`config.mk`:
```
export PLATFORM = sky130hd
export DESIGN_NAME = xorshift128_random_source_unit
export DESIGN_NICKNAME = d
export VERILOG_FILES = /design/src/sv/xrs_pkg.sv /design/src/sv/xorshift128_random_source_unit.sv
export SDC_FILE = /design/constraint.sdc
export NUM_CORES = 1
export LEC_CHECK = 0
export BUFFER_PORTS_ARGS = -buffer_cell sky130_fd_sc_hd__buf_2
export CORE_ASPECT_RATIO = 1.25
export CORE_MARGIN = 2
export CORE_UTILIZATION = 35
export DETAILED_ROUTE_END_ITERATION = 8
export GPL_ROUTABILITY_DRIVEN = 0
export PLACE_DENSITY = 0.56
export SYNTH_ARGS = -nofsm -noshare
export SYNTH_HDL_FRONTEND = slang
export SYNTH_SLANG_ARGS = --single-unit
```
`constraint.sdc`:
```
create_clock -name clock -period 17.9 [get_ports clock]
set_clock_uncertainty 0.15 [all_clocks]
set_input_delay 0.895 -clock clock [delete_from_list [all_inputs] [get_ports clock]]
set_output_delay 0.895 -clock clock [all_outputs]
set_load 0.005 [all_outputs]
```
`src/sv/xrs_pkg.sv`:
```
// xrs_pkg: shared types and constants of the xorshift128 random source
// used by xorshift128_random_source_unit; depends on nothing else
`timescale 1ns / 1ps

package xrs_pkg;

   // request kinds carried on req_tuser
   localparam logic REQ_RESEED = 1'b0;
   localparam logic REQ_DRAW   = 1'b1;

   // seeding multiplier and the unit-interval divisor 2^32 - 1
   localparam logic [31:0] SEED_MULT   = 32'd1812433253;
   localparam logic [32:0] DIVISOR     = 33'h0_FFFF_FFFF;

   // xorshift128 shift amounts
   localparam int SHIFT_A = 11;
   localparam int SHIFT_B = 8;
   localparam int SHIFT_C = 19;
   localparam int SHIFT_SEED = 30;

   // word and significand sizes
   localparam int WORD_W     = 32;
   localparam int NUM_WORDS  = 4;
   localparam int SIG_W      = 53;
   localparam int SGL_W      = 24;
   localparam int CNT_W      = 6;
   localparam int EXP_W      = 6;

   // last step index of the seeding pass
   localparam logic [CNT_W-1:0] SEED_LAST = CNT_W'(NUM_WORDS - 1);

   localparam logic [7:0]        EXP_BIAS = 8'd127;
   localparam logic [WORD_W-1:0] FLT_ONE  = 32'h3F80_0000;

   // sequencer states
   typedef enum logic [6:0] {
      ST_IDLE  = 7'b000_0001,
      ST_SEED  = 7'b000_0010,
      ST_STEP  = 7'b000_0100,
      ST_FIND  = 7'b000_1000,
      ST_RND53 = 7'b001_0000,
      ST_RND24 = 7'b010_0000,
      ST_DONE  = 7'b100_0000
   } state_type;

endpackage

```
`src/sv/xorshift128_random_source_unit.sv`:
```
// xorshift128_random_source_unit: xorshift128 generator with unit-float output
// depends on xrs_pkg for constants and the sequencer state type
`timescale 1ns / 1ps

// Usage
// Request channel (req_): req_tuser selects the kind, 0 = reseed, 1 = draw;
// req_tdata carries the seed word, ignored on a draw. One item is taken
// whenever the sequencer is idle.
// A reseed gives no result and runs 4 multiply steps after it is taken, one
// per state word through the single shared 32x32 multiplier; the next item
// can be taken once the sequencer is back in idle.
// A draw gives one result item on rsp_: the new raw word and the IEEE single
// encoding of raw_word / (2^32 - 1), rounded to double and then to single.
// That quotient is the word repeated as a binary fraction, so one rotator
// finds the leading one and the significand is read from the rotated word:
// a shift-xor step, a search that rotates the word up to its leading one, a
// rounding to double, a rounding to single and a load of the output
// register, which waits while the receiver stalls; the next item can be
// taken once the sequencer is back in idle. A zero word goes straight from
// the shift-xor step to the load.
// The result sits in an output register, so the next request is taken while
// it waits; if the receiver stalls, a further draw holds in its last state.
// Reset clears the state words to zero; an unseeded block draws only zeros.

module xorshift128_random_source_unit (
   input  logic        clock,
   input  logic        reset,
   // request channel
   input  logic        req_tvalid,
   output logic        req_tready,
   input  logic [31:0] req_tdata,   // [31:0] seed_value
   input  logic        req_tuser,   // [0] req_type
   // result channel
   output logic        rsp_tvalid,
   input  logic        rsp_tready,
   output logic [63:0] rsp_tdata    // [31:0] raw_word, [63:32] unit_float_bits
);

   localparam int W = xrs_pkg::WORD_W;

   xrs_pkg::state_type state_ff, state_in;

   logic [W-1:0]                gen_ff [xrs_pkg::NUM_WORDS];
   logic [W-1:0]                gen_in [xrs_pkg::NUM_WORDS];
   logic [W-1:0]                w_ff, w_in;
   logic [W-1:0]                raw_ff, raw_in;
   logic [W-1:0]                flt_ff, flt_in;
   logic [xrs_pkg::SIG_W-1:0]   sig_ff, sig_in;
   logic [xrs_pkg::CNT_W-1:0]   cnt_ff, cnt_in;
   logic [xrs_pkg::EXP_W-1:0]   exp_ff, exp_in;
   logic                        guard_ff, guard_in;
   logic                        rsp_valid_ff, rsp_valid_in;
   logic [63:0]                 rsp_data_ff, rsp_data_in;

   // shared units
   logic [W-1:0]   mul_src;
   logic [W-1:0]   mul_out;
   logic [W-1:0]   xs_t;
   logic [W-1:0]   xs_w;
   logic           rnd_up;
   logic [xrs_pkg::SGL_W-1:0] sig24;
   logic           out_free;

   // seeding multiplier: one step per cycle, result registered in w_ff
   assign mul_src = w_ff ^ (w_ff >> xrs_pkg::SHIFT_SEED);
   assign mul_out = W'(xrs_pkg::SEED_MULT * mul_src)
                    + W'({cnt_ff[1:0]} + 3'd1);

   // xorshift128 step
   always_comb begin
      xs_t = gen_ff[3];
      xs_t = xs_t ^ (xs_t << xrs_pkg::SHIFT_A);
      xs_t = xs_t ^ (xs_t >> xrs_pkg::SHIFT_B);
      xs_w = xs_t ^ gen_ff[0] ^ (gen_ff[0] >> xrs_pkg::SHIFT_C);
   end

   assign sig24    = sig_ff[xrs_pkg::SIG_W-1 -: xrs_pkg::SGL_W];
   assign out_free = !rsp_valid_ff || rsp_tready;

   // sequencer
   always_comb begin
      state_in     = state_ff;
      gen_in       = gen_ff;
      w_in         = w_ff;
      raw_in       = raw_ff;
      flt_in       = flt_ff;
      sig_in       = sig_ff;
      cnt_in       = cnt_ff;
      exp_in       = exp_ff;
      guard_in     = guard_ff;
      rsp_valid_in = rsp_valid_ff;
      rsp_data_in  = rsp_data_ff;
      rnd_up       = 1'b0;

      // result leaves the output register
      if (rsp_valid_ff && rsp_tready) begin
         rsp_valid_in = 1'b0;
      end

      case (state_ff)
         xrs_pkg::ST_IDLE: begin
            if (req_tvalid) begin
               cnt_in = '0;
               w_in   = req_tdata;
               if (req_tuser == xrs_pkg::REQ_DRAW) begin
                  state_in = xrs_pkg::ST_STEP;
               end else begin
                  state_in = xrs_pkg::ST_SEED;
               end
            end
         end
         xrs_pkg::ST_SEED: begin
            w_in                = mul_out;
            gen_in[cnt_ff[1:0]] = mul_out;
            cnt_in              = cnt_ff + 1'b1;
            if (cnt_ff == xrs_pkg::SEED_LAST) begin
               state_in = xrs_pkg::ST_IDLE;
            end
         end
         xrs_pkg::ST_STEP: begin
            gen_in[3] = gen_ff[2];
            gen_in[2] = gen_ff[1];
            gen_in[1] = gen_ff[0];
            gen_in[0] = xs_w;
            raw_in    = xs_w;
            w_in      = xs_w;
            exp_in    = xrs_pkg::EXP_W'(1);
            if (xs_w == '0) begin
               flt_in   = '0;
               state_in = xrs_pkg::ST_DONE;
            end else begin
               state_in = xrs_pkg::ST_FIND;
            end
         end
         xrs_pkg::ST_FIND: begin
            // rotate up to the leading one; each rotation lowers the exponent
            if (w_ff[W-1]) begin
               // the quotient bits are the rotated word repeated
               sig_in   = {w_ff, w_ff[W-1:W-21]};
               guard_in = w_ff[W-22];
               state_in = xrs_pkg::ST_RND53;
            end else begin
               w_in   = {w_ff[W-2:0], w_ff[W-1]};
               exp_in = exp_ff + 1'b1;
            end
         end
         xrs_pkg::ST_RND53: begin
            // nearest-even to the double significand; the fraction never
            // ends, so the sticky bit is always set
            rnd_up = guard_ff;
            if (rnd_up) begin
               if (&sig_ff) begin
                  sig_in = {1'b1, {(xrs_pkg::SIG_W-1){1'b0}}};
                  exp_in = exp_ff - 1'b1;
               end else begin
                  sig_in = sig_ff + 1'b1;
               end
            end
            state_in = xrs_pkg::ST_RND24;
         end
         xrs_pkg::ST_RND24: begin
            // nearest-even to the single significand
            rnd_up = sig_ff[28] && ((|sig_ff[27:0]) || sig24[0]);
            flt_in = {1'b0, 8'(xrs_pkg::EXP_BIAS - {2'b00, exp_ff}), sig24[22:0]};
            if (rnd_up) begin
               if (&sig24) begin
                  flt_in = {1'b0,
                            8'(xrs_pkg::EXP_BIAS - {2'b00, exp_ff} + 8'd1),
                            23'd0};
               end else begin
                  flt_in[22:0] = 23'(sig24 + 1'b1);
               end
            end
            state_in = xrs_pkg::ST_DONE;
         end
         xrs_pkg::ST_DONE: begin
            if (out_free) begin
               rsp_valid_in = 1'b1;
               rsp_data_in  = {flt_ff, raw_ff};
               state_in     = xrs_pkg::ST_IDLE;
            end
         end
         default: begin
            state_in = xrs_pkg::ST_IDLE;
         end
      endcase
   end

   // control and state words
   always_ff @(posedge clock) begin
      if (reset) begin
         state_ff     <= xrs_pkg::ST_IDLE;
         rsp_valid_ff <= 1'b0;
         cnt_ff       <= '0;
         for (int i = 0; i < xrs_pkg::NUM_WORDS; i++) begin
            gen_ff[i] <= '0;
         end
      end else begin
         state_ff     <= state_in;
         rsp_valid_ff <= rsp_valid_in;
         cnt_ff       <= cnt_in;
         gen_ff       <= gen_in;
      end
   end

   // working payload
   always_ff @(posedge clock) begin
      w_ff        <= w_in;
      raw_ff      <= raw_in;
      flt_ff      <= flt_in;
      sig_ff      <= sig_in;
      exp_ff      <= exp_in;
      guard_ff    <= guard_in;
      rsp_data_ff <= rsp_data_in;
   end

   assign req_tready = (state_ff == xrs_pkg::ST_IDLE);
   assign rsp_tvalid = rsp_valid_ff;
   assign rsp_tdata  = rsp_data_ff;

   // a draw goes straight to the shift-xor step
   a_draw_steps: assert property (@(posedge clock) disable iff (reset)
      req_tvalid && req_tready && (req_tuser == xrs_pkg::REQ_DRAW)
      |=> state_ff == xrs_pkg::ST_STEP)
      else $error("draw did not start the xorshift step");

   // a reseed goes to the seeding pass
   a_seed_steps: assert property (@(posedge clock) disable iff (reset)
      req_tvalid && req_tready && (req_tuser == xrs_pkg::REQ_RESEED)
      |=> state_ff == xrs_pkg::ST_SEED)
      else $error("reseed did not start the seeding pass");

   // a zero word encodes as +0.0
   a_zero_word: assert property (@(posedge clock) disable iff (reset)
      (state_ff == xrs_pkg::ST_DONE) && (raw_ff == '0) |-> flt_ff == '0)
      else $error("zero word did not give +0.0");

   // a full word encodes as 1.0
   a_full_word: assert property (@(posedge clock) disable iff (reset)
      (state_ff == xrs_pkg::ST_DONE) && (&raw_ff) |-> flt_ff == xrs_pkg::FLT_ONE)
      else $error("full word did not give 1.0");

endmodule
```
==> reports/metrics.cfg, run 1 <==
[outcome]
outcome=complete, no violations

[floorplan]
io_pins=103
die_h_um=303
initial_core_util_pct=35.4
row_count=109
coreArea_sq_um=70600
die-area_sq_um=73500
floorplan.die.width_um=243

[global_routing]
grt_pass1_wl_um=118000
grt_antenna_before_repair=0
first_global_vias=19640
pin_count_of_the_biggest_net_entering_global_routing=95
grt.overflow.total=0
grt_util_all_layers_pct=21.0

[logic_synthesis]
ys_top_cells_by_count=inv_1, nand2_1, ha_1, edfxtp_1, nor2_1
yosysUniqueCellTypes=86
synth.mux.area_fraction_pct=0.125
ys_seq_area_share_pct=37.6
postSynthAreaPerCell_sq_um=9.99
synthesis.nets=2914
yosys.area_share.simple_pct=12.1
synth_enable_flop_cells=218
syn_inst=2500
yosys.cell_count.top_type=inv_1
compound_gate_fraction_of_synth_area_pct=12.1
post_synth_instance_area_sq_um=25000
asyncSetResetFlopFracSynth_pct=0
yosysWarningCount=0
synth.ff_latch_count=360
post_synth_fa_ha_maj_area_fraction_pct=23.3
synth-xor-area-share_pct=7.82
post_synth_main_area_contributors=edfxtp_1, fa_1, ha_1
ys.flop_type=edfxtp_1
yosys.area.top_type_share_pct=26.2
synth_largest_area_cell=edfxtp_1
main_combinational_cell_family_by_area_after_synthesis=adder cells

[clocking]
cts_made_buffers=40
ctsResizeCount=0
cts.clk_slew.worst_paths_ns=0.06
latest_clock_arrival_within_the_worst_skew_pair_ns=0.57
tritoncts=yes
ctsRootBufferMaster=clkbuf_16
h-tree-depth=2
postCtsSetupRepairBufs=0
cts_sinks=360
clock_path_buffers=3
hold_buffers=0

[timing]
grt_setup_unrepaired=no
fmaxAchievable_mhz=129
fin_crit_ns=7.74
slew_limit_fails=0
max_slew_margin_pct=22.7
tightest_slew_ns=1.16
hold_violations=0
min_period_over_period_pct=43.2
fin_setup_tns_ns=0
setup_viol_count_final=0

[worst_setup_path]
cp_max_fo=7
critical_path_arrival_ns=7.88
critical_path_required_ns=18.04
worst_path_max_stage_delay_ns=0.75
reg2reg_depth=25
path_class=reg -> reg
cp_slowest_cell=xnor2_1
worstSetupEndpointType=flop
critPathLaunchType=flop

[placement]
placed_cells_incl_taps=3487
placement.io_buffers=101
place.detailed.hpwl_um=58100

[route]
routed_via_density=5.38
drc=0
first_pass_iters=7
vias=19178
wl_per_cell_um=21.8
antenna_left=0
count_of_routing_violations_after_the_opening_detailed_route_iteration=1927
route.final.wire_length_um=77500

[flow_run]
drv.max_cap_violation_count=0

[layout]
final_cell_count_no_fill=3562
synthToLayoutAreaGrowth_pct=12.1
nNetsFinal=3000
final_core_utilization_pct=39.6
layout-drive-gt1-share_pct=9.55

[worst_hold_path]
hp-class=reg -> reg
worstHoldPathCells=0

[critical path: cells and delay by family (launching register included)]
family          cells  cell delay (ns)
simple gates        2             0.27
compound gates      6             1.17
fa+ha+maj          10             3.89
flops               1             0.42
buf+inv             5             0.35
xor+xnor            2             1.20
[final timing paths]
path	from	end	slack, ns
min reg2reg	flt_ff[14]$_SDFFCE_PN0P_	rsp_tdata[46]$_DFFE_PP_	0.26
max reg2reg	w_ff[31]$_DFFE_PP_	w_ff[31]$_DFFE_PP_	10.16
min	flt_ff[14]$_SDFFCE_PN0P_	rsp_tdata[46]$_DFFE_PP_	0.26
max	w_ff[31]$_DFFE_PP_	w_ff[31]$_DFFE_PP_	10.16
[registers in the layout, indices dropped and copies added (netlist names), 6 cells and up]
register and count:
cnt_ff 6, sig_ff 53, rsp_tdata 63, w_ff 32, gen_ff 128, flt_ff 31, raw_ff 32, exp_ff 6
state_ff 7
[cells in the final DEF (no fill, tap or decap), types with 11 or more instances in the layout]
cell	count
inv_1	343
nand2_1	230
ha_1	229
edfxtp_1	218
nor2_1	187
xnor2_1	171
fa_1	148
dfxtp_1	142
o21ai_0	104
buf_2	100
a21oi_1	75
nand3_1	59
xor2_1	52
nor3_1	49
buf_4	49
clkbuf_16	43
a311oi_1	39
a221oi_1	29
and3_1	24
o211ai_1	23
a211oi_1	18
nor4_1	16
a22oi_1	16
nand4_1	14
a222oi_1	14
o221ai_1	12
a211o_1	11
a21o_1	11
[area by class of cell]
class	instances	area, sq um
well taps	943	1180
inverters	345	1300
diodes	1	2.50
clock buffers	55	1160
fillers	6946	42600
flip-flops and latches	360	9390
clock inverters	19	186
multi-input cells	1690	13900
repair buffers	149	868
[routing by layer]
layer  wire (um)  track usage, %  vias up
met2       37000            35.9      738
met1       31500            26.4     9461
met5           0               0        -
met4        4320            11.0        0
li1            -               -     8802
met3        4680            2.36      177
[cell families (layout without fill, tap and decap cells)]
logic type,after synthesis,count (layout)
other,1,2
multiplexers,3,3
flip-flops,360,360
AND/OR/NAND/NOR,656,656
buffers and inverters,450,568
AO/OA/AOI/OAI,430,430
adder cells (fa/ha/maj),377,377
XOR/XNOR,223,223
[per-stage QoR]
| stage | area, sq um | hold WS (ns) | setup slack [ns] |
|---|---|---|---|
| 2_1_floorplan | 25000 | 0.250 | 10.84 |
| 3_3_place_gp | 26600 | 0.251 | 10.43 |
| 3_5_place_dp | 26600 | 0.255 | 10.27 |
| 4_1_cts | 28000 | 0.264 | 10.24 |
| 5_1_grt | 28000 | 0.256 | 9.76 |
| 6_report | 28000 | 0.263 | 10.16 |
Power of run 1 is not shown: default switching activity piles up to over one toggle a cycle in this logic, so the estimate is an artifact.
==> run 2: changes to the inputs <==
Settings changed: ABC_AREA from default to 1, PLACE_DENSITY 0.56 to 0.58.
Clock period 17.9 ns to 6.34 ns, I/O delays scaled along.
==> reports/metrics.cfg, run 2 <==
[worst_setup_path]
worstSetupEndpointType=flop  ; unchanged
critical_path_arrival_ns=6.63  ; was 7.88 ns
cp_max_fo=5  ; was 7
path_class=reg -> reg  ; unchanged
cp_common_cell=inv_2
worst_path_max_stage_delay_ns=0.56  ; was 0.75 ns
critical_path_required_ns=6.69  ; was 18.04 ns
critPathLaunchType=flop  ; unchanged
cp_slowest_cell=fa_1  ; was xnor2_1

[logic_synthesis]
main_combinational_cell_family_by_area_after_synthesis=adder cells  ; unchanged
compound_gate_fraction_of_synth_area_pct=8.73  ; was 12.1%
postSynthAreaPerCell_sq_um=8.61  ; was 9.99 sq um
yosysWarningCount=0  ; unchanged
syn_inst=3056  ; was 2500
synth.ff_latch_count=360  ; unchanged
synth.mux.area_fraction_pct=0  ; was 0.125%
post_synth_fa_ha_maj_area_fraction_pct=22.1  ; was 23.3%
yosysUniqueCellTypes=65  ; was 86
post_synth_instance_area_sq_um=26300  ; was 25000 sq um
yosys.area.top_type_share_pct=24.9  ; was 26.2%
ys_seq_area_share_pct=35.7  ; was 37.6%
synth_enable_flop_cells=218  ; unchanged
yosys.area_share.simple_pct=17.9  ; was 12.1%
yosys.cell_count.top_type=inv_1  ; unchanged
ys.flop_type=edfxtp_1  ; unchanged
synth-xor-area-share_pct=5.24  ; was 7.82%
ys_top_cells_by_count=inv_1, nand2_1, ha_1, nor2_1, edfxtp_1  ; was inv_1, nand2_1, ha_1, edfxtp_1, nor2_1
synth_largest_area_cell=edfxtp_1  ; unchanged
synthesis.nets=3470  ; was 2914
post_synth_main_area_contributors=edfxtp_1, fa_1, ha_1  ; unchanged
asyncSetResetFlopFracSynth_pct=0  ; unchanged

[route]
first_pass_iters=5  ; was 7
vias=22247  ; was 19178
count_of_routing_violations_after_the_opening_detailed_route_iteration=1928  ; was 1927
wl_per_cell_um=20.0  ; was 21.8 um
drc=0  ; unchanged
antenna_left=0  ; unchanged
route.final.wire_length_um=87100  ; was 77500 um
routed_via_density=5.12  ; was 5.38

[global_routing]
first_global_vias=21921  ; was 19640
grt_util_all_layers_pct=22.2  ; was 21.0%
grt_antenna_before_repair=2  ; was 0
grt.overflow.total=0  ; unchanged
pin_count_of_the_biggest_net_entering_global_routing=81  ; was 95
grt_pass1_wl_um=131000  ; was 118000 um

[timing]
final_setup_slack_of_the_worst_path_ns=0.0610  ; was 10.16 ns
tightest_slew_ns=0.990  ; was 1.16 ns
min_period_over_period_pct=99.0  ; was 43.2%
slew_limit_fails=0  ; unchanged
fmaxAchievable_mhz=159  ; was 129 MHz
fin_crit_ns=6.28  ; was 7.74 ns
max_slew_margin_pct=33.8  ; was 22.7%
grt_setup_unrepaired=yes  ; was no
hold_violations=0  ; unchanged
setup_viol_count_final=0  ; unchanged

[layout]
leading_cell_type_in_the_layout_fill_and_taps_excluded=inv_1  ; unchanged
nNetsFinal=3757  ; was 3000
mostFrequentLayoutCells=inv_1, nand2_1, edfxtp_1  ; was inv_1, nand2_1, ha_1
fin_area_sq_um=32400  ; was 28000 sq um
final_core_utilization_pct=43.4  ; was 39.6%
largest_register_ff_count=128  ; unchanged
layout-drive-gt1-share_pct=19.6  ; was 9.55%
regMostFlops=gen_ff  ; unchanged
synthToLayoutAreaGrowth_pct=23.0  ; was 12.1%

[floorplan]
row_count=112  ; was 109
initial_core_util_pct=35.3  ; was 35.4%
die-area_sq_um=77400  ; was 73500 sq um
floorplan.die.width_um=249  ; was 243 um
coreArea_sq_um=74600  ; was 70600 sq um
die_h_um=311  ; was 303 um
io_pins=103  ; unchanged

[clocking]
clock_path_buffers=3  ; unchanged
tritoncts=yes  ; unchanged
cts_sinks=360  ; unchanged
ctsRootBufferMaster=clkbuf_16  ; unchanged
cts.clk_slew.worst_paths_ns=0.07  ; was 0.06 ns
latest_clock_arrival_within_the_worst_skew_pair_ns=0.59  ; was 0.57 ns
cts_made_buffers=40  ; unchanged
h-tree-depth=2  ; unchanged

[placement]
placement.io_buffers=101  ; unchanged
place.detailed.hpwl_um=67300  ; was 58100 um
dp_worst_setup_slack_ns=-0.343  ; was 10.27 ns
postPlaceCellArea_sq_um=29100  ; was 26600 sq um

[flow_run]
drv.max_cap_violation_count=0  ; unchanged

[worst_hold_path]
hp-class=in -> reg  ; was reg -> reg

[outcome]
outcome=complete, no violations  ; unchanged

==> run 2: changes by cell type after synthesis, sizes merged, moves of 29 or more <==
cell,before,now
a311oi,40,0
nand3,59,160
clkbuf,92,35
nand2,230,564
inv,343,625
o21ai,111,81
nor2,188,233
nand4,15,44
xor2,52,93
a31oi,9,77
o22ai,3,46
xnor2,171,62
a21oi,78,107
==> run 2: kinds of logic after synthesis <==
family | Yosys count
flip-flops | 360
buffers and inverters | 703
XOR/XNOR | 155
adder cells (fa/ha/maj) | 377
AO/OA/AOI/OAI | 381
AND/OR/NAND/NOR | 1079
other | 1
==> run 2: path summary, 6_finish.rpt <==
kind	startpoint	end	slack, ns	cells past startpoint
max	w_ff[1]$_DFFE_PP_	gen_ff[91]$_SDFFE_PP0P_	0.06	28
max reg2reg	w_ff[1]$_DFFE_PP_	gen_ff[91]$_SDFFE_PP0P_	0.06	28
min	req_tdata[30]	w_ff[30]$_DFFE_PP_	0.03	3
min reg2reg	flt_ff[23]$_SDFFCE_PN0P_	rsp_tdata[55]$_DFFE_PP_	0.26	0
==> run 2: metal layers <==
metal  vias up  track usage [%]  part of all wire, %  wire, um
li1      10481                -                    -         -
met1     10780             27.8                   40     34900
met2       823             38.4                   49     42500
met3       163             3.35                  6.7      5840
met4         0             8.65                  4.4      3870
met5         -                0                    0         0
==> run 2: worst max-delay path: cells and delay by family, from the launching register on <==
family / cells / cell delay [ns]
buffers and inverters: 8 / 0.43
and+or+nand+nor: 6 / 0.74
xor gates and xnor gates: 2 / 0.46
DFF: 1 / 0.43
adders and majority gates: 10 / 3.64
AOI/OAI and AO/OA: 2 / 0.33
==> run 2: layout make-up <==
| class | count | area (sq um) |
|---|---|---|
| antenna | 1 | 2.50 |
| timing repair buffer | 320 | 2340 |
| multi-input combinational | 1993 | 15700 |
| tap | 969 | 1210 |
| fill | 7261 | 42200 |
| clock inverter | 20 | 289 |
| inverter | 628 | 2370 |
| clock buffer | 53 | 1100 |
| sequential | 360 | 9390 |
==> run 2: stage by stage <==
stage / hold WS (ns) / std cells / setup TNS, ns
final: 0.0256 / 4344 / 0
after floorplan: 0.250 / 3056 / 0
after detailed placement: 0.255 / 4224 / -16.66
after global routing: 0.0102 / 4343 / -3.96
after CTS: 0.0124 / 4326 / -0.0219
after global placement: 0.250 / 4224 / -12.78
==> run 2: what timing repair did <==
action,in CTS,in global routing
gates resized for setup,95,213
endpoints found under the setup margin,79,105
hold buffers,19,0
pin swaps,57,138
endpoints found under the hold margin,20,0
buffers inserted,13,19
Power of run 2 is left out for the same reason.
